`config.mk`:
```
export PLATFORM = sky130hd
export DESIGN_NAME = weekly_cue_nearest_search_flat
export DESIGN_NICKNAME = d
export VERILOG_FILES = /design/src/rtl/wcn_pkg.sv /design/src/rtl/wcn_chan_if.sv /design/src/rtl/weekly_cue_nearest_search.sv /design/src/flat_wrapper.sv
export SDC_FILE = /design/constraint.sdc
export NUM_CORES = 1
export LEC_CHECK = 0
export BUFFER_PORTS_ARGS = -buffer_cell sky130_fd_sc_hd__buf_2
export CELL_PAD_IN_SITES_DETAIL_PLACEMENT = 0
export CELL_PAD_IN_SITES_GLOBAL_PLACEMENT = 2
export CORE_AREA = 2 2 315 223
export CTS_CLUSTER_SIZE = 24
export DETAILED_ROUTE_END_ITERATION = 8
export DIE_AREA = 0 0 317 225
export PLACE_DENSITY_LB_ADDON = 0.1
export SKIP_LAST_GASP = 1
export SLEW_MARGIN = 20
export SYNTH_ARGS = -nofsm -noshare
export SYNTH_HDL_FRONTEND = slang
export SYNTH_SLANG_ARGS = --single-unit
```
`constraint.sdc`:
```
create_clock -name clk -period 10.41 [get_ports clk]
set_input_delay 1.041 -clock clk [delete_from_list [all_inputs] [get_ports clk]]
set_output_delay 1.041 -clock clk [all_outputs]
set_load 0.02 [all_outputs]
```
`src/rtl/wcn_pkg.sv`:
```
// package of types and constants for the weekly cue nearest search
package wcn_pkg;

  localparam int TableDepth      = 16;
  localparam int TimeUnitSeconds = 60;
  localparam int DaysPerWeek     = 7;
  localparam int SecPerDay       = 86400;
  localparam int MaxUnit         = (SecPerDay - 1) / TimeUnitSeconds;
  localparam int EnableBit       = 31;
  localparam int MaskLsb         = 24;
  localparam int MaskW           = 7;
  localparam int UnitW           = 11;

  typedef logic [0:0]       mode_f_t;
  typedef logic [3:0]       idx_t;
  typedef logic [31:0]      word_t;
  typedef logic [2:0]       day_t;
  typedef logic [16:0]      time_t;
  typedef logic [19:0]      dist_t;
  typedef logic [4:0]       cnt_t;
  typedef logic [MaskW-1:0] mask_t;
  typedef logic [UnitW-1:0] unit_t;

  localparam mask_t DaysMask = mask_t'((1 << DaysPerWeek) - 1);

  typedef enum logic {
    MODE_LOAD  = 1'b0,
    MODE_QUERY = 1'b1
  } mode_t;

  typedef enum logic [1:0] {
    ST_IDLE,
    ST_SCAN,
    ST_FLUSH,
    ST_DONE
  } state_t;

endpackage

```
`src/rtl/wcn_chan_if.sv`:
```
// request and response channel interfaces of the weekly cue nearest search
interface wcn_req_if;
  logic             valid;
  logic             ready;
  wcn_pkg::mode_f_t mode;
  wcn_pkg::idx_t    entry_index;
  wcn_pkg::word_t   entry_word;
  wcn_pkg::day_t    query_day;
  wcn_pkg::time_t   query_time;

  modport source (output valid, mode, entry_index, entry_word, query_day, query_time,
                  input ready);
  modport sink (input valid, mode, entry_index, entry_word, query_day, query_time,
                output ready);
endinterface

interface wcn_rsp_if;
  logic           valid;
  logic           ready;
  logic           before_found;
  wcn_pkg::idx_t  before_index;
  wcn_pkg::dist_t elapsed_seconds;
  logic           after_found;
  wcn_pkg::idx_t  after_index;
  wcn_pkg::dist_t remaining_seconds;
  logic           both_found;

  modport source (output valid, before_found, before_index, elapsed_seconds, after_found,
                  after_index, remaining_seconds, both_found, input ready);
  modport sink (input valid, before_found, before_index, elapsed_seconds, after_found,
                after_index, remaining_seconds, both_found, output ready);
endinterface

```
`src/rtl/weekly_cue_nearest_search.sv`:
```
// weekly cue nearest search: schedule table, scan sequencer and shared distance unit
// a load request leaves the sequencer in ST_IDLE; ready stays high after it
// a query passes ST_SCAN (skipped when n is 0), ST_FLUSH and ST_DONE, n = min(active_points, 16)
// the scan reads one table entry per cycle through the registered table read port
// ready is low from query acceptance until the response register is loaded
// reset clears the sequencer, active_points and the response valid; the table keeps its data
module weekly_cue_nearest_search (
  input  logic                clk,
  input  logic                rst,
  input  logic                cfg_wr_en,
  input  wcn_pkg::cnt_t       cfg_wr_data,
  wcn_req_if.sink             req,
  wcn_rsp_if.source           rsp
);

  wcn_pkg::word_t  table_mem [wcn_pkg::TableDepth];

  wcn_pkg::state_t state, state_next;
  wcn_pkg::cnt_t   active_points;
  wcn_pkg::cnt_t   cnt, cnt_next;
  wcn_pkg::cnt_t   n_q;
  wcn_pkg::day_t   day_q;
  wcn_pkg::time_t  t_q;

  logic            rd_en;
  logic            load_rsp;
  logic            req_fire;
  logic            is_query;

  logic            s1_v;
  wcn_pkg::idx_t   s1_idx;
  wcn_pkg::word_t  rdata;

  logic            s2_v;
  wcn_pkg::idx_t   s2_idx;
  wcn_pkg::mask_t  s2_mask;
  wcn_pkg::time_t  s2_cue;

  logic            bf, af;
  wcn_pkg::idx_t   bi, ai;
  wcn_pkg::dist_t  bd, ad;

  wcn_pkg::day_t   day_red;
  wcn_pkg::time_t  t_sat;
  wcn_pkg::cnt_t   n_clamp;

  wcn_pkg::mask_t  rd_mask;
  wcn_pkg::unit_t  rd_unit;
  logic            rd_ok;

  wcn_pkg::day_t   bk, fw, stepb, stepa;
  logic            hitb, hita;
  wcn_pkg::dist_t  db, da;

  assign req.ready = (state == wcn_pkg::ST_IDLE);
  assign req_fire  = req.valid && req.ready;
  assign is_query  = (wcn_pkg::mode_t'(req.mode) == wcn_pkg::MODE_QUERY);

  // query operand conditioning
  always_comb begin
    day_red = req.query_day;
    for (int i = 0; i < 7; i++) begin
      if (day_red >= wcn_pkg::day_t'(wcn_pkg::DaysPerWeek)) begin
        day_red = day_red - wcn_pkg::day_t'(wcn_pkg::DaysPerWeek);
      end
    end
    t_sat   = (req.query_time > wcn_pkg::time_t'(wcn_pkg::SecPerDay - 1))
              ? wcn_pkg::time_t'(wcn_pkg::SecPerDay - 1) : req.query_time;
    n_clamp = (active_points > wcn_pkg::cnt_t'(wcn_pkg::TableDepth))
              ? wcn_pkg::cnt_t'(wcn_pkg::TableDepth) : active_points;
  end

  // sequencer
  always_ff @(posedge clk) begin
    if (rst) begin
      state <= wcn_pkg::ST_IDLE;
      cnt   <= '0;
    end else begin
      state <= state_next;
      cnt   <= cnt_next;
    end
  end

  always_comb begin
    state_next = state;
    cnt_next   = cnt;
    rd_en      = 1'b0;
    load_rsp   = 1'b0;
    unique case (state)
      wcn_pkg::ST_IDLE: begin
        if (req_fire && is_query) begin
          cnt_next   = '0;
          state_next = (n_clamp == '0) ? wcn_pkg::ST_FLUSH : wcn_pkg::ST_SCAN;
        end
      end
      wcn_pkg::ST_SCAN: begin
        rd_en    = 1'b1;
        cnt_next = cnt + 1'b1;
        if (cnt == n_q - 1'b1) begin
          state_next = wcn_pkg::ST_FLUSH;
        end
      end
      wcn_pkg::ST_FLUSH: begin
        if (!s1_v) begin
          state_next = wcn_pkg::ST_DONE;
        end
      end
      wcn_pkg::ST_DONE: begin
        if (!rsp.valid || rsp.ready) begin
          load_rsp   = 1'b1;
          state_next = wcn_pkg::ST_IDLE;
        end
      end
      default: state_next = wcn_pkg::ST_IDLE;
    endcase
  end

  // configuration register
  always_ff @(posedge clk) begin
    if (rst) begin
      active_points <= '0;
    end else if (cfg_wr_en) begin
      active_points <= cfg_wr_data;
    end
  end

  // schedule table
  always_ff @(posedge clk) begin
    if (req_fire && !is_query && (int'(req.entry_index) < wcn_pkg::TableDepth)) begin
      table_mem[req.entry_index] <= req.entry_word;
    end
    if (rd_en) begin
      rdata <= table_mem[cnt[3:0]];
    end
  end

  // entry decode
  assign rd_mask = rdata[wcn_pkg::MaskLsb +: wcn_pkg::MaskW] & wcn_pkg::DaysMask;
  assign rd_unit = rdata[wcn_pkg::UnitW-1:0];
  assign rd_ok   = s1_v && rdata[wcn_pkg::EnableBit] && (rd_mask != '0)
                   && (int'(rd_unit) <= wcn_pkg::MaxUnit);

  // shared distance unit
  always_comb begin
    bk    = day_q;
    fw    = day_q;
    stepb = '0;
    stepa = '0;
    hitb  = 1'b0;
    hita  = 1'b0;
    for (int i = 1; i <= wcn_pkg::DaysPerWeek; i++) begin
      bk = (bk == '0) ? wcn_pkg::day_t'(wcn_pkg::DaysPerWeek - 1) : bk - 1'b1;
      fw = (fw == wcn_pkg::day_t'(wcn_pkg::DaysPerWeek - 1)) ? '0 : fw + 1'b1;
      if (!hitb && s2_mask[bk]) begin
        hitb  = 1'b1;
        stepb = wcn_pkg::day_t'(i - 1);
      end
      if (!hita && s2_mask[fw]) begin
        hita  = 1'b1;
        stepa = wcn_pkg::day_t'(i - 1);
      end
    end
    if (s2_mask[day_q] && (s2_cue <= t_q)) begin
      db = wcn_pkg::dist_t'(t_q) - wcn_pkg::dist_t'(s2_cue);
    end else begin
      db = wcn_pkg::dist_t'(wcn_pkg::SecPerDay) - wcn_pkg::dist_t'(s2_cue)
           + wcn_pkg::dist_t'(int'(stepb) * wcn_pkg::SecPerDay) + wcn_pkg::dist_t'(t_q);
    end
    if (s2_mask[day_q] && (s2_cue > t_q)) begin
      da = wcn_pkg::dist_t'(s2_cue) - wcn_pkg::dist_t'(t_q);
    end else begin
      da = wcn_pkg::dist_t'(wcn_pkg::SecPerDay) - wcn_pkg::dist_t'(t_q)
           + wcn_pkg::dist_t'(int'(stepa) * wcn_pkg::SecPerDay) + wcn_pkg::dist_t'(s2_cue);
    end
  end

  // pipeline valids
  always_ff @(posedge clk) begin
    if (rst) begin
      s1_v <= 1'b0;
      s2_v <= 1'b0;
    end else begin
      s1_v <= rd_en;
      s2_v <= rd_ok;
    end
  end

  // query operands, pipeline payload and running best
  always_ff @(posedge clk) begin
    if (req_fire && is_query) begin
      day_q <= day_red;
      t_q   <= t_sat;
      n_q   <= n_clamp;
      bf    <= 1'b0;
      bi    <= '0;
      bd    <= '0;
      af    <= 1'b0;
      ai    <= '0;
      ad    <= '0;
    end else if (s2_v) begin
      if ((!bf || (db < bd)) && hitb) begin
        bf <= 1'b1;
        bi <= s2_idx;
        bd <= db;
      end
      if ((!af || (da < ad)) && hita) begin
        af <= 1'b1;
        ai <= s2_idx;
        ad <= da;
      end
    end
    s1_idx  <= cnt[3:0];
    s2_idx  <= s1_idx;
    s2_mask <= rd_mask;
    s2_cue  <= wcn_pkg::time_t'(int'(rd_unit) * wcn_pkg::TimeUnitSeconds);
  end

  // response register
  always_ff @(posedge clk) begin
    if (rst) begin
      rsp.valid <= 1'b0;
    end else if (load_rsp) begin
      rsp.valid <= 1'b1;
    end else if (rsp.ready) begin
      rsp.valid <= 1'b0;
    end
  end

  always_ff @(posedge clk) begin
    if (load_rsp) begin
      rsp.before_found      <= bf;
      rsp.before_index      <= bi;
      rsp.elapsed_seconds   <= bd;
      rsp.after_found       <= af;
      rsp.after_index       <= ai;
      rsp.remaining_seconds <= ad;
      rsp.both_found        <= bf && af;
    end
  end

endmodule

```
`src/flat_wrapper.sv`:
```
// flat-port wrapper written by rule: the top's interface ports become plain ports
module weekly_cue_nearest_search_flat 
  (clk, rst, cfg_wr_en, cfg_wr_data, req_valid, req_mode, req_entry_index, req_entry_word, req_query_day, req_query_time, req_ready, rsp_valid, rsp_before_found, rsp_before_index, rsp_elapsed_seconds, rsp_after_found, rsp_after_index, rsp_remaining_seconds, rsp_both_found, rsp_ready);
  wcn_req_if req_i ();
  wcn_rsp_if rsp_i ();
  input  logic clk;
  input  logic rst;
  input  logic cfg_wr_en;
  input  wcn_pkg::cnt_t cfg_wr_data;
  input wire logic [$bits(req_i.valid)-1:0] req_valid;
  input wire logic [$bits(req_i.mode)-1:0] req_mode;
  input wire logic [$bits(req_i.entry_index)-1:0] req_entry_index;
  input wire logic [$bits(req_i.entry_word)-1:0] req_entry_word;
  input wire logic [$bits(req_i.query_day)-1:0] req_query_day;
  input wire logic [$bits(req_i.query_time)-1:0] req_query_time;
  output wire logic [$bits(req_i.ready)-1:0] req_ready;
  output wire logic [$bits(rsp_i.valid)-1:0] rsp_valid;
  output wire logic [$bits(rsp_i.before_found)-1:0] rsp_before_found;
  output wire logic [$bits(rsp_i.before_index)-1:0] rsp_before_index;
  output wire logic [$bits(rsp_i.elapsed_seconds)-1:0] rsp_elapsed_seconds;
  output wire logic [$bits(rsp_i.after_found)-1:0] rsp_after_found;
  output wire logic [$bits(rsp_i.after_index)-1:0] rsp_after_index;
  output wire logic [$bits(rsp_i.remaining_seconds)-1:0] rsp_remaining_seconds;
  output wire logic [$bits(rsp_i.both_found)-1:0] rsp_both_found;
  input wire logic [$bits(rsp_i.ready)-1:0] rsp_ready;
  assign req_i.valid = req_valid;
  assign req_i.mode = req_mode;
  assign req_i.entry_index = req_entry_index;
  assign req_i.entry_word = req_entry_word;
  assign req_i.query_day = req_query_day;
  assign req_i.query_time = req_query_time;
  assign req_ready = req_i.ready;
  assign rsp_valid = rsp_i.valid;
  assign rsp_before_found = rsp_i.before_found;
  assign rsp_before_index = rsp_i.before_index;
  assign rsp_elapsed_seconds = rsp_i.elapsed_seconds;
  assign rsp_after_found = rsp_i.after_found;
  assign rsp_after_index = rsp_i.after_index;
  assign rsp_remaining_seconds = rsp_i.remaining_seconds;
  assign rsp_both_found = rsp_i.both_found;
  assign rsp_i.ready = rsp_ready;
  weekly_cue_nearest_search u_core (.clk(clk), .rst(rst), .cfg_wr_en(cfg_wr_en), .cfg_wr_data(cfg_wr_data), .req(req_i), .rsp(rsp_i));
endmodule
```
==> results.json <==
{
  "status": "finished, final reports clean",
  "rsz0062_at_grt": "no",
  "rows": 80,
  "die_w_um": 317,
  "clock.fmax_ghz": 0.101,
  "cts_max_path_buffers": 3,
  "hold_path_class": "register to register",
  "setup_viol": 0,
  "hp-start": "u_core.s1_idx[0]$_DFF_P_",
  "grt_usage_pct": 19.5,
  "dr.pass1.iters": 5,
  "die_area_um2": 71300,
  "start_util_pct": 39.9,
  "r2r_start": "u_core.day_q[0]$_DFFE_PP_",
  "clk_latency_ns": 0.65,
  "slowest_delay_ns": 0.64,
  "tightest_slew_ns": 1.04,
  "synth_fa_ha_area_share_pct": 11.8,
  "die_h_um": 225,
  "syn-cell-area_um2": 27100,
  "place.gp.congestion": 0.841,
  "wirelength_met1_um": 37000,
  "grt_pass1_vias": 16777,
  "whs_endpoint": "u_core.s2_idx[0]$_DFF_P_",
  "drt_iter0_drc": 1449,
  "cpMostUsedCell": "ha_1",
  "top_layer": "met4",
  "yosys_warnings": 0,
  "hold_buffers": 0,
  "drive_above_1_share_pct": 17.5,
  "synth_top_family_by_area": "adder cells",
  "fin_skew_ns": 0.0732,
  "synth-compound-area-share_pct": 10.8,
  "synth_cell_types": 88,
  "gr-total-overflow": 0,
  "ys_seq_elements": 494,
  "synthCells": 2139,
  "dr_wl_met3_um": 3230,
  "regToRegSetupSlack_ns": 0.53,
  "syn_nets": 2437,
  "port_buffers": 106,
  "routed_wl_um": 68300,
  "hold_depth": 0,
  "worstSetupPathType": "register to register",
  "crit_slowest_cell": "or4b_2",
  "cts.sinks": 494,
  "ant_nets": 0,
  "synthMuxAreaShare_pct": 11.2,
  "fin_nets": 2535,
  "cp_data_arrival_time_ns": 10.38,
  "relSlewSlack_pct": 30.0,
  "place_ws_ns": 0.213,
  "stdcell_area_um2": 30600,
  "root_buffer": "clkbuf_16",
  "grt_pass1_wl_um": 104000,
  "core_area_um2": 68000,
  "syn2layout_area_growth_pct": 12.9,
  "slew_violations": 0,
  "min_period_ns": 9.88,
  "place_hpwl_um": 47400,
  "r2r_end": "u_core.bd[19]$_SDFFE_PP0P_",
  "synth-xor-area-share_pct": 3.68,
  "antenna_found_initial": 1,
  "synth-edff-count": 399,
  "hold_viol": 0,
  "required_ns": 10.91,
  "ys_seq_area_share_pct": 51.1,
  "syn_area_per_cell_um2": 12.7,
  "synth_async_sr_flop_share_pct": 0,
  "routed_via_density": 5.34,
  "diodes": 0,
  "grt_max_degree": 52,
  "cts_buffers": 51,
  "maxCapViolCount": 0,
  "drc": 0,
  "dr_total_vias": 16974,
  "critPathLaunchType": "register",
  "critical_path.endpoint_type": "register",
  "tns_ns": 0,
  "cts-htree-levels": 2,
  "drt-wirelength-per-cell_um": 21.5,
  "worst_slack_ns": 0.527,
  "critPathMaxFanout": 17,
  "ys.flop_type": "edfxtp_1",
  "cts_tree": "built",
  "placed_cell_area_um2": 28800,
  "min_period_over_period_pct": 94.9,
  "r2r_cells": 41,
  "ios": 120,
  "yosys.area_share.simple_pct": 7.76,
  "met2WireLength_um": 27000,
  "clk_pin_slew_ns": 0.06
}
sequential cells by signal, indices dropped and copies added, names as in the netlist, 2 cells and up:
signal / flops
u_core.bi: 4
u_core.day_q: 3
u_core.rdata: 19
u_core.state: 2
u_core.bd: 20
u_core.s2_idx: 4
u_core.rsp.remaining_seconds: 20
u_core.rsp.before_index: 4
u_core.s2_mask: 7
u_core.rsp.after_index: 4
u_core.ad: 20
u_core.ai: 4
u_core.active_points: 5
u_core.cnt: 5
u_core.n_q: 5
u_core.rsp.elapsed_seconds: 20
u_core.t_q: 17
u_core.s2_cue: 15
u_core.s1_idx: 4
u_core.table_mem: 304
cells in the final DEF (no fill, tap or decap), types with 42 or more instances in the layout:
cell       instances
a21oi_1          130
buf_2            106
clkbuf_16         52
dfxtp_1           92
edfxtp_1         399
fa_1              42
ha_1             187
inv_1            159
mux2i_1           58
mux4_2           101
nand2_1           76
nor2_1           154
o21ai_0           58
xnor2_1           79
cell usage after synthesis (all sizes together), types with 35 or more instances:
cell | count | area (um^2)
nand2 | 77 | 292
clkbuf | 69 | 259
o21ai | 70 | 350
mux2i | 59 | 591
nor2 | 166 | 623
xnor2 | 79 | 692
fa | 42 | 841
edfxtp | 399 | 12000
a21oi | 130 | 651
xor2 | 35 | 307
ha | 189 | 2360
mux4 | 101 | 2270
a21o | 35 | 263
inv | 163 | 612
dfxtp | 95 | 1900
worst max-delay path by stage:
stage / startpoint / slack (ns) / cells past startpoint / to
after detailed placement: u_core.day_q[0]$_DFFE_PP_ / 0.21 / 41 / u_core.bd[19]$_SDFFE_PP0P_
after CTS: u_core.day_q[0]$_DFFE_PP_ / 0.13 / 41 / u_core.bd[19]$_SDFFE_PP0P_
final: u_core.day_q[0]$_DFFE_PP_ / 0.53 / 41 / u_core.bd[19]$_SDFFE_PP0P_
after global routing: u_core.day_q[0]$_DFFE_PP_ / 0.003 / 42 / u_core.bd[19]$_SDFFE_PP0P_
after floorplan: u_core.day_q[0]$_DFFE_PP_ / 0.1 / 44 / u_core.bd[9]$_SDFFE_PP0P_
after global placement: u_core.day_q[0]$_DFFE_PP_ / 0.26 / 42 / u_core.bd[19]$_SDFFE_PP0P_
layout make-up:
class | instances | area [um^2]
Timing Repair Buffer | 139 | 807
Clock inverter | 30 | 387
Tap cell | 902 | 1130
Clock buffer | 64 | 1390
Fill cell | 6159 | 37300
Inverter | 163 | 613
Multi-Input combinational cell | 1388 | 12400
Sequential cell | 494 | 13900
cells by family (layout without fill, tap and decap cells):
family	after synthesis	in the layout
flip-flops	494	494
multiplexers	175	175
AO/OA/AOI/OAI	433	433
adder cells (fa/ha/maj)	231	231
buffers and inverters	257	396
XOR/XNOR	114	114
AND/OR/NAND/NOR	435	435
timing repair:
item                                    in CTS  in global routing
endpoints found under the setup margin       0                 24
resized for setup                            0                 11
setup buffers                                0                  0
through the flow:
step                hold WS (ns)  util, %  std cells
CTS                        0.329     45.0       3180
global placement           0.314     42.4       3086
finish                     0.327     45.1       3180
global route               0.338     45.1       3180
floorplan                  0.310        -       2139
detailed placement         0.315     42.4       3086
critical path: cells and delay by family, from the launching register on:
kind	cells	cell delay (ns)
flip-flops	1	0.41
multiplexers	4	1.14
adder cells (fa/ha/maj)	8	2.29
AND/OR/NAND/NOR	9	2.56
XOR/XNOR	2	0.36
AO/OA/AOI/OAI	15	2.56
buffers and inverters	3	0.42
layer usage:
layer | up-vias | GRT usage [%]
met5 | - | 0
li1 | 8157 | -
met4 | 0 | 4.05
met2 | 362 | 26.2
met1 | 8395 | 32.4
met3 | 60 | 2.86
Power is not shown: default switching activity piles up to over one toggle a cycle in this logic, so the estimate is an artifact.
